File: config.mk
export PLATFORM = sky130hd
export DESIGN_NAME = cartesian_to_polar_heading_unit
export DESIGN_NICKNAME = d
export VERILOG_FILES = /design/src/design/cth_pkg.sv /design/src/design/cth_prerot.sv /design/src/design/cth_iter.sv /design/src/design/cth_scale.sv /design/src/design/cartesian_to_polar_heading_unit.sv
export SDC_FILE = /design/constraint.sdc
export NUM_CORES = 2
export LEC_CHECK = 0
export ABC_AREA = 1
export BUFFER_PORTS_ARGS = -buffer_cell sky130_fd_sc_hd__buf_2
export CAP_MARGIN = 10
export CORE_MARGIN = 4
export CORE_UTILIZATION = 57
export CTS_BUF_LIST = sky130_fd_sc_hd__clkbuf_2 sky130_fd_sc_hd__clkbuf_4 sky130_fd_sc_hd__clkbuf_8
export DETAILED_ROUTE_END_ITERATION = 16
export PLACE_DENSITY = 0.73
export SLEW_MARGIN = 25
export SYNTH_ARGS = -nofsm -noshare
export SYNTH_HDL_FRONTEND = slang
export SYNTH_SLANG_ARGS = --single-unit
File: constraint.sdc
create_clock -name clk -period 11 [get_ports clk]
set_clock_uncertainty 0.1 [all_clocks]
set_input_delay 1.1 -clock clk [delete_from_list [all_inputs] [get_ports clk]]
set_output_delay 1.1 -clock clk [all_outputs]
set_load 0.1 [all_outputs]
File: src/design/cth_pkg.sv
package cth_pkg;

  // Defaults for the top-level parameters
  localparam int CORDIC_STEPS_DEF = 16;
  localparam int SAMPLE_BITS_DEF  = 16;

  // Fixed-point layout
  localparam int GUARD_BITS  = 6;
  localparam int TABLE_LEN   = 24;
  localparam int Z_W         = 26;
  localparam int GAIN_W      = 20;
  localparam int MAG_XBITS   = 23;
  localparam int ROUND_SHIFT = GAIN_W + GUARD_BITS;
  localparam int PROD_W      = MAG_XBITS + GAIN_W;
  localparam int SPEED_W     = 16;
  localparam int HEADING_W   = 16;
  localparam int HEADING_LIMIT = 23040;

  localparam logic [GAIN_W-1:0]     GAIN_Q20       = GAIN_W'(636751);
  localparam logic signed [Z_W-1:0] QUARTER_TURN_Z = Z_W'(5898240);

  typedef struct packed {
    logic signed [15:0] long_velocity;
    logic signed [15:0] lat_velocity;
  } in_t;

  typedef struct packed {
    logic [SPEED_W-1:0]          speed;
    logic signed [HEADING_W-1:0] heading;
  } out_t;

  // round(atan(2^-i) in degrees * 65536)
  function automatic logic signed [Z_W-1:0] atan_q16(input int idx);
    logic signed [Z_W-1:0] a;
    case (idx)
      0:       a = Z_W'(2949120);
      1:       a = Z_W'(1740967);
      2:       a = Z_W'(919879);
      3:       a = Z_W'(466945);
      4:       a = Z_W'(234379);
      5:       a = Z_W'(117304);
      6:       a = Z_W'(58666);
      7:       a = Z_W'(29335);
      8:       a = Z_W'(14668);
      9:       a = Z_W'(7334);
      10:      a = Z_W'(3667);
      11:      a = Z_W'(1833);
      12:      a = Z_W'(917);
      13:      a = Z_W'(458);
      14:      a = Z_W'(229);
      15:      a = Z_W'(115);
      16:      a = Z_W'(57);
      17:      a = Z_W'(29);
      18:      a = Z_W'(14);
      19:      a = Z_W'(7);
      20:      a = Z_W'(4);
      21:      a = Z_W'(2);
      22:      a = Z_W'(1);
      default: a = '0;
    endcase
    return a;
  endfunction

endpackage

File: src/design/cth_prerot.sv
module cth_prerot #(
  parameter int SAMPLE_BITS = 16,
  parameter int DW          = 25
) (
  input  logic                            clk,
  input  logic                            rst_n,
  input  logic                            up_valid,
  output logic                            up_ready,
  input  cth_pkg::in_t                    up_data,
  input  logic                            dn_ready,
  output logic                            dn_valid,
  output logic signed [DW-1:0]            x_o,
  output logic signed [DW-1:0]            y_o,
  output logic signed [cth_pkg::Z_W-1:0]  z_o,
  output logic                            zero_o
);
  import cth_pkg::*;

  logic signed [SAMPLE_BITS-1:0] lon_s, lat_s;
  logic signed [DW-1:0] lon_x, lat_x;
  logic signed [DW-1:0] x_nxt, y_nxt;
  logic signed [Z_W-1:0] z_nxt;
  logic zero_nxt;
  logic v_r;
  logic signed [DW-1:0] x_r, y_r;
  logic signed [Z_W-1:0] z_r;
  logic zero_r;

  // Read each component as SAMPLE_BITS wide: low bits if narrower, zero-extended if wider
  if (SAMPLE_BITS <= 16) begin : g_narrow
    assign lon_s = up_data.long_velocity[SAMPLE_BITS-1:0];
    assign lat_s = up_data.lat_velocity[SAMPLE_BITS-1:0];
  end else begin : g_wide
    assign lon_s = {{(SAMPLE_BITS-16){1'b0}}, up_data.long_velocity};
    assign lat_s = {{(SAMPLE_BITS-16){1'b0}}, up_data.lat_velocity};
  end

  // Scale up by the guard bits
  assign lon_x = DW'(lon_s) <<< GUARD_BITS;
  assign lat_x = DW'(lat_s) <<< GUARD_BITS;

  // Fold the left half-plane into the right by a quarter turn
  always_comb begin
    zero_nxt = (lon_s == '0) && (lat_s == '0);
    x_nxt    = lon_x;
    y_nxt    = lat_x;
    z_nxt    = '0;
    if (lon_x[DW-1]) begin
      if (!lat_x[DW-1]) begin
        x_nxt = lat_x;
        y_nxt = -lon_x;
        z_nxt = QUARTER_TURN_Z;
      end else begin
        x_nxt = -lat_x;
        y_nxt = lon_x;
        z_nxt = -QUARTER_TURN_Z;
      end
    end
  end

  assign up_ready = !v_r || dn_ready;

  // Advance the valid flag whenever the stage may take a word
  always_ff @(posedge clk) begin
    if (!rst_n) begin
      v_r <= 1'b0;
    end else if (up_ready) begin
      v_r <= up_valid;
    end
  end

  // Load the payload only on an accepted word
  always_ff @(posedge clk) begin
    if (up_ready && up_valid) begin
      x_r    <= x_nxt;
      y_r    <= y_nxt;
      z_r    <= z_nxt;
      zero_r <= zero_nxt;
    end
  end

  assign dn_valid = v_r;
  assign x_o      = x_r;
  assign y_o      = y_r;
  assign z_o      = z_r;
  assign zero_o   = zero_r;

endmodule

File: src/design/cth_iter.sv
module cth_iter #(
  parameter int DW  = 25,
  parameter int IDX = 0
) (
  input  logic                            clk,
  input  logic                            rst_n,
  input  logic                            up_valid,
  output logic                            up_ready,
  input  logic signed [DW-1:0]            x_i,
  input  logic signed [DW-1:0]            y_i,
  input  logic signed [cth_pkg::Z_W-1:0]  z_i,
  input  logic                            zero_i,
  input  logic                            dn_ready,
  output logic                            dn_valid,
  output logic signed [DW-1:0]            x_o,
  output logic signed [DW-1:0]            y_o,
  output logic signed [cth_pkg::Z_W-1:0]  z_o,
  output logic                            zero_o
);
  import cth_pkg::*;

  localparam logic signed [Z_W-1:0] ATAN = atan_q16(IDX);

  logic signed [DW-1:0] xs, ys;
  logic signed [DW-1:0] x_nxt, y_nxt;
  logic signed [Z_W-1:0] z_nxt;
  logic v_r;
  logic signed [DW-1:0] x_r, y_r;
  logic signed [Z_W-1:0] z_r;
  logic zero_r;

  // Arithmetic shift rounds toward minus infinity
  assign xs = x_i >>> IDX;
  assign ys = y_i >>> IDX;

  // Rotate towards the x axis; a zero y counts as positive
  always_comb begin
    if (!y_i[DW-1]) begin
      x_nxt = x_i + ys;
      y_nxt = y_i - xs;
      z_nxt = z_i + ATAN;
    end else begin
      x_nxt = x_i - ys;
      y_nxt = y_i + xs;
      z_nxt = z_i - ATAN;
    end
  end

  assign up_ready = !v_r || dn_ready;

  always_ff @(posedge clk) begin
    if (!rst_n) begin
      v_r <= 1'b0;
    end else if (up_ready) begin
      v_r <= up_valid;
    end
  end

  always_ff @(posedge clk) begin
    if (up_ready && up_valid) begin
      x_r    <= x_nxt;
      y_r    <= y_nxt;
      z_r    <= z_nxt;
      zero_r <= zero_i;
    end
  end

  assign dn_valid = v_r;
  assign x_o      = x_r;
  assign y_o      = y_r;
  assign z_o      = z_r;
  assign zero_o   = zero_r;

endmodule

File: src/design/cth_scale.sv
module cth_scale #(
  parameter int DW = 25
) (
  input  logic                            clk,
  input  logic                            rst_n,
  input  logic                            up_valid,
  output logic                            up_ready,
  input  logic signed [DW-1:0]            x_i,
  input  logic signed [cth_pkg::Z_W-1:0]  z_i,
  input  logic                            zero_i,
  input  logic                            dn_ready,
  output logic                            dn_valid,
  output cth_pkg::out_t                   dn_data
);
  import cth_pkg::*;

  localparam int XB = DW - 1;
  localparam int HW = Z_W - 9;
  localparam logic signed [HW-1:0] HLIM = HW'(HEADING_LIMIT);
  localparam logic signed [Z_W-1:0] HROUND = Z_W'(256);
  localparam logic [PROD_W:0] MROUND = (PROD_W + 1)'(1) << (ROUND_SHIFT - 1);
  localparam logic [PROD_W:0] SPEED_MAX = (PROD_W + 1)'({SPEED_W{1'b1}});

  logic [MAG_XBITS-1:0] xsat, xc;
  logic [PROD_W-1:0] prod_nxt;
  logic signed [Z_W-1:0] zr;
  logic signed [HW-1:0] hfull;
  logic signed [HEADING_W-1:0] head_nxt;
  logic a_ready, b_ready;
  logic va_r, vb_r;
  logic [PROD_W-1:0] prod_r;
  logic signed [HEADING_W-1:0] head_a_r;
  logic [PROD_W:0] msum;
  logic [PROD_W:0] mshift;
  logic [SPEED_W-1:0] speed_nxt;
  out_t out_r;

  // Clamp x to the range where the scaled magnitude can still fit
  if (XB <= MAG_XBITS) begin : g_small
    assign xsat = MAG_XBITS'(x_i[XB-1:0]);
  end else begin : g_big
    assign xsat = (|x_i[XB-1:MAG_XBITS]) ? '1 : x_i[MAG_XBITS-1:0];
  end
  assign xc = x_i[DW-1] ? '0 : xsat;

  // Gain correction product
  assign prod_nxt = PROD_W'(xc) * PROD_W'(GAIN_Q20);

  // Round the angle to 1/128 degree and clamp to half a turn
  assign zr    = z_i + HROUND;
  assign hfull = zr[Z_W-1:9];
  always_comb begin
    if (zero_i) begin
      head_nxt = '0;
    end else if (hfull > HLIM) begin
      head_nxt = HLIM[HEADING_W-1:0];
    end else if (hfull < -HLIM) begin
      head_nxt = -HLIM[HEADING_W-1:0];
    end else begin
      head_nxt = hfull[HEADING_W-1:0];
    end
  end

  assign up_ready = !va_r || a_ready;
  assign a_ready  = b_ready;
  assign b_ready  = !vb_r || dn_ready;

  // Product stage
  always_ff @(posedge clk) begin
    if (!rst_n) begin
      va_r <= 1'b0;
    end else if (up_ready) begin
      va_r <= up_valid;
    end
  end

  always_ff @(posedge clk) begin
    if (up_ready && up_valid) begin
      prod_r   <= prod_nxt;
      head_a_r <= head_nxt;
    end
  end

  // Round, shift down and saturate the magnitude
  assign msum      = {1'b0, prod_r} + MROUND;
  assign mshift    = msum >> ROUND_SHIFT;
  assign speed_nxt = (mshift > SPEED_MAX) ? '1 : mshift[SPEED_W-1:0];

  // Output register
  always_ff @(posedge clk) begin
    if (!rst_n) begin
      vb_r <= 1'b0;
    end else if (b_ready) begin
      vb_r <= va_r;
    end
  end

  always_ff @(posedge clk) begin
    if (b_ready && va_r) begin
      out_r.speed   <= speed_nxt;
      out_r.heading <= head_a_r;
    end
  end

  assign dn_valid = vb_r;
  assign dn_data  = out_r;

endmodule

File: src/design/cartesian_to_polar_heading_unit.sv
// Converts one velocity word (signed Q8.8 longitudinal and lateral parts) into
// speed (unsigned Q8.8, saturated at 65535) and heading atan2(lat, long) in
// 1/128 degree, clamped to +/-180 degrees; a zero vector gives heading 0. The
// unit is a fully unrolled CORDIC pipeline and takes a new word every cycle
// while the output is not stalled. Its stages are one quadrant fold stage, one
// stage per CORDIC iteration, a gain-correction multiply stage and an output
// rounding register. Every stage has its own valid bit and takes a word as
// soon as its successor moves, so back-pressure only fills bubbles.
module cartesian_to_polar_heading_unit #(
  parameter int CORDIC_STEPS = cth_pkg::CORDIC_STEPS_DEF,
  parameter int SAMPLE_BITS  = cth_pkg::SAMPLE_BITS_DEF
) (
  input  logic           clk,
  input  logic           rst_n,
  input  logic           in_valid,
  output logic           in_ready,
  input  cth_pkg::in_t   in_data,
  output logic           out_valid,
  input  logic           out_ready,
  output cth_pkg::out_t  out_data
);
  import cth_pkg::*;

  localparam int ITERS = (CORDIC_STEPS > TABLE_LEN) ? TABLE_LEN : CORDIC_STEPS;
  localparam int DW    = SAMPLE_BITS + GUARD_BITS + 3;

  logic                  v_w    [0:ITERS];
  logic                  rdy_w  [0:ITERS];
  logic signed [DW-1:0]  x_w    [0:ITERS];
  logic signed [DW-1:0]  y_w    [0:ITERS];
  logic signed [Z_W-1:0] z_w    [0:ITERS];
  logic                  zero_w [0:ITERS];

  // Quadrant fold
  cth_prerot #(
    .SAMPLE_BITS (SAMPLE_BITS),
    .DW          (DW)
  ) u_prerot (
    .clk      (clk),
    .rst_n    (rst_n),
    .up_valid (in_valid),
    .up_ready (in_ready),
    .up_data  (in_data),
    .dn_ready (rdy_w[0]),
    .dn_valid (v_w[0]),
    .x_o      (x_w[0]),
    .y_o      (y_w[0]),
    .z_o      (z_w[0]),
    .zero_o   (zero_w[0])
  );

  // One stage per CORDIC iteration
  for (genvar i = 0; i < ITERS; i++) begin : g_iter
    cth_iter #(
      .DW  (DW),
      .IDX (i)
    ) u_iter (
      .clk      (clk),
      .rst_n    (rst_n),
      .up_valid (v_w[i]),
      .up_ready (rdy_w[i]),
      .x_i      (x_w[i]),
      .y_i      (y_w[i]),
      .z_i      (z_w[i]),
      .zero_i   (zero_w[i]),
      .dn_ready (rdy_w[i+1]),
      .dn_valid (v_w[i+1]),
      .x_o      (x_w[i+1]),
      .y_o      (y_w[i+1]),
      .z_o      (z_w[i+1]),
      .zero_o   (zero_w[i+1])
    );
  end

  // Gain correction, rounding and output register
  cth_scale #(
    .DW (DW)
  ) u_scale (
    .clk      (clk),
    .rst_n    (rst_n),
    .up_valid (v_w[ITERS]),
    .up_ready (rdy_w[ITERS]),
    .x_i      (x_w[ITERS]),
    .z_i      (z_w[ITERS]),
    .zero_i   (zero_w[ITERS]),
    .dn_ready (out_ready),
    .dn_valid (out_valid),
    .dn_data  (out_data)
  );

  // An empty output register leaves room all the way back to the input
  a_ready_when_drained: assert property (@(posedge clk) disable iff (!rst_n)
    !out_valid |-> in_ready)
    else $error("input stalled with an empty output register");

  // Heading clamp
  a_heading_range: assert property (@(posedge clk) disable iff (!rst_n)
    out_valid |-> ($signed(out_data.heading) <= $signed(16'(HEADING_LIMIT)) &&
                   $signed(out_data.heading) >= -$signed(16'(HEADING_LIMIT))))
    else $error("heading outside half a turn");

  // Nothing comes out straight after reset
  a_reset_empty: assert property (@(posedge clk)
    !rst_n |=> !out_valid)
    else $error("result word present after reset");

endmodule

==> run metrics <==
delay-heaviest family, CP=adder cells; Reg clk slew, reported paths=0.06 ns; Syn Inst Count=12600; most used cell, CP=inv_1; hpwl dp=245000 um; setup ws final=3.00 ns; Remaining Overflow, GRT=0; Worst setup SP type=flop; Max FO, Critical Path=22; Initial Utilization=57.3%; max cap viols=0; Worst R2R End=u_scale.prod_r[42]$_DFFE_PP_; clock root buffer=clkbuf_8; Clock H-tree levels=4; status=completed; GRT Total Usage=29.6%; Distinct cells, synth=64; final setup violation count=0; Post-synth EDFFs=1215; vias in the first global route=87352; area leader, netlist=edfxtp_1; hold worst-path end=u_prerot.dn_valid$_SDFFE_PN0N_; worst relative slew slack=28.6%; dpl ws=3.12 ns; Max Slew Vio Count=0; fmax=0.125 GHz; R2R cell count=28; first-pass GRT wire length=472000 um; Async SR Flop Fraction=0%; Final Hold Violating Endpoints=0; hold_buf cts=0; Synth top area share=33.5%; Area Growth Syn to Fin=7.71%; post-synth design cell area=0.109 mm2; worst vdd ir=0.000111 V; CTS resizes=0; Synth area leaders=edfxtp_1, ha_1, xor2_1; buffers and inverters on the worst path=7; CTS buffer count=218; Slew @ Worst Pin=1.06 ns; gpl congestion=0.990; register area share after synthesis=33.8%; Worst Setup SP=g_iter[15].u_iter.x_o[24]$_DFFE_PP_; Fin Setup TNS=0 ns; synth warn=0; Core Region=0.190 mm2; PwrDens=96.8 mW/mm2; Post-CTS Setup Bufs=0; Die Area=0.198 mm2; Worst R2R Setup Slack=3.00 ns; Layout Nets=14413; clk sinks=1234; die outline height=445 um; RSZ-0062 raised after global routing=no; Hold Path Origin=in_valid; antenna violations before repair=6; drt wl/cell=19.2 um; worst r2r src=g_iter[15].u_iter.x_o[24]$_DFFE_PP_; Arrival @ worst endpoint=8.62 ns; Crit. End Element=flop; antenna viol nets, final=0; IO buf count=69; DRT Pass-1 Iters=7; # rows=160; Hold Crit Class=in2reg; critical setup path kind=reg2reg; Top FF cell, synth=edfxtp_1; Total Wirelength=298000 um; flop and latch count out of synthesis=1234; Leak Pwr=52.2 nW; TritonCTS clock tree=done; worst skew pair latency=1.01 ns; mean post-synth cell area=8.64 um2; Hold Path Depth=3; crit path time final=8.00 ns; DRC=0; DR vias=89539; largest net degree at the start of global routing=77; fin crit share=72.7%; Die Wd=445 um; slowest CP cell=fa_1; critical path depth=28; clk buf depth=3; share of cells above drive strength 1=4.58%; Slowest Stage Delay on Critical Path=0.57 ns; Worst EP required=11.62 ns; drt via density=5.76; Iteration-0 DRC Markers=6903; num ports=70
==> stage by stage <==
| stage | power, mW | instance area (um2) | hold WS, ns | util [%] | instances |
|---|---|---|---|---|---|
| final | 11.4 | 117000 | 0.273 | 61.8 | 15557 |
| after global routing | 11.8 | 117000 | 0.223 | 61.7 | 15556 |
| after CTS | 11.4 | 117000 | 0.178 | 61.7 | 15545 |
| after detailed placement | 6.80 | 113000 | 0.305 | 59.2 | 15133 |
| after global placement | 6.77 | 113000 | 0.301 | 59.2 | 15133 |
| after floorplan | 6.43 | 109000 | 0.300 | - | 12602 |
==> power by group <==
group          internal [mW]  switching [mW]
Sequential              5.27          0.0704
Combinational          0.503           0.893
Clock                   2.53            2.09
==> state kept, by name (all words and copies together), names as in the netlist <==
name and flops:
g_iter.u_iter.dn_valid 16, g_iter.u_iter.x_o 383, g_iter.u_iter.y_o 345, g_iter.u_iter.z_o 363
g_iter.u_iter.zero_o 16, u_prerot.dn_valid 1, u_prerot.x_o 19, u_prerot.y_o 19
u_prerot.z_o 3, u_prerot.zero_o 1, u_scale.dn_data 32, u_scale.dn_valid 1
u_scale.head_a_r 16, u_scale.prod_r 18, u_scale.va_r 1
==> worst register-to-register path, delay by kind of cell (launching register included) <==
| kind | cells | cell delay [ns] |
|---|---|---|
| flops | 1 | 0.43 |
| compound gates | 5 | 1.24 |
| buf+inv | 7 | 0.90 |
| fa+ha+maj | 8 | 3.61 |
| simple gates | 7 | 1.26 |
| xor+xnor | 1 | 0.15 |
==> Yosys cell counts, drive strengths merged, types with 14 or more instances <==
master and instances:
o21bai 150, o31ai 33, o211ai 47, nor2 965, inv 1578, nand3 430
fa 248, a221oi 17, dfxtp 19, o21a 34, nor3 304, a41oi 15
or2 34, edfxtp 1215, xor2 1048, ha 1285, a31oi 83, clkbuf 86
a21oi 1280, o21ai 751, a21o 100, nand2 2023, a211oi 33, xnor2 429
nand4 171, a21boi 24, buf 24, nor4 78, nor3b 14
==> cells by family after synthesis <==
group,synth area share [%]
AND/OR/NAND/NOR,15.7
AO/OA/AOI/OAI,13.4
buffers and inverters,5.84
adder cells (fa/ha/maj),19.3
XOR/XNOR,11.9
flip-flops,33.8
multiplexers,0.0184
other,0.00344
==> final cells by class <==
cell class / count / area, um2
antenna: 10 / 25.0
clock buffer: 276 / 3470
clock inverter: 136 / 1250
fill: 16507 / 72700
inverter: 1583 / 5940
multi-input combinational: 9675 / 65800
sequential: 1234 / 36900
tap: 2511 / 3140
timing repair buffer: 132 / 851
==> layer usage <==
| layer | share of wire (%) | GRT usage (%) |
|---|---|---|
| met5 | 0 | 0 |
| met4 | 4.5 | 12.0 |
| met3 | 5.1 | 3.50 |
| met2 | 47 | 50.3 |
| met1 | 43 | 38.6 |
==> cells in the final DEF, fill, tap and decap left out, types with 39 or more instances in the layout <==
| master | count |
|---|---|
| a31oi_1 | 83 |
| nor4_1 | 78 |
| xor2_1 | 1048 |
| a21o_1 | 100 |
| clkinv_1 | 54 |
| nor2_1 | 939 |
| buf_4 | 61 |
| o21bai_1 | 149 |
| clkbuf_4 | 52 |
| edfxtp_1 | 1215 |
| xnor2_1 | 428 |
| nor3_1 | 296 |
| ha_1 | 1285 |
| o211ai_1 | 47 |
| nand2_1 | 2022 |
| clkbuf_8 | 224 |
| buf_2 | 69 |
| fa_1 | 248 |
| a21oi_1 | 1279 |
| nand3_1 | 425 |
| clkinv_2 | 39 |
| nand4_1 | 167 |
| o21ai_0 | 734 |
| inv_1 | 1568 |
==> worst max-delay path by stage <==
stage,to
2_1_floorplan,u_scale.prod_r[38]$_DFFE_PP_
3_3_place_gp,u_scale.prod_r[42]$_DFFE_PP_
3_5_place_dp,u_scale.prod_r[42]$_DFFE_PP_
4_1_cts,u_scale.prod_r[42]$_DFFE_PP_
5_1_grt,u_scale.prod_r[42]$_DFFE_PP_
6_report,u_scale.prod_r[42]$_DFFE_PP_
Power figures use the tool's default switching activity.
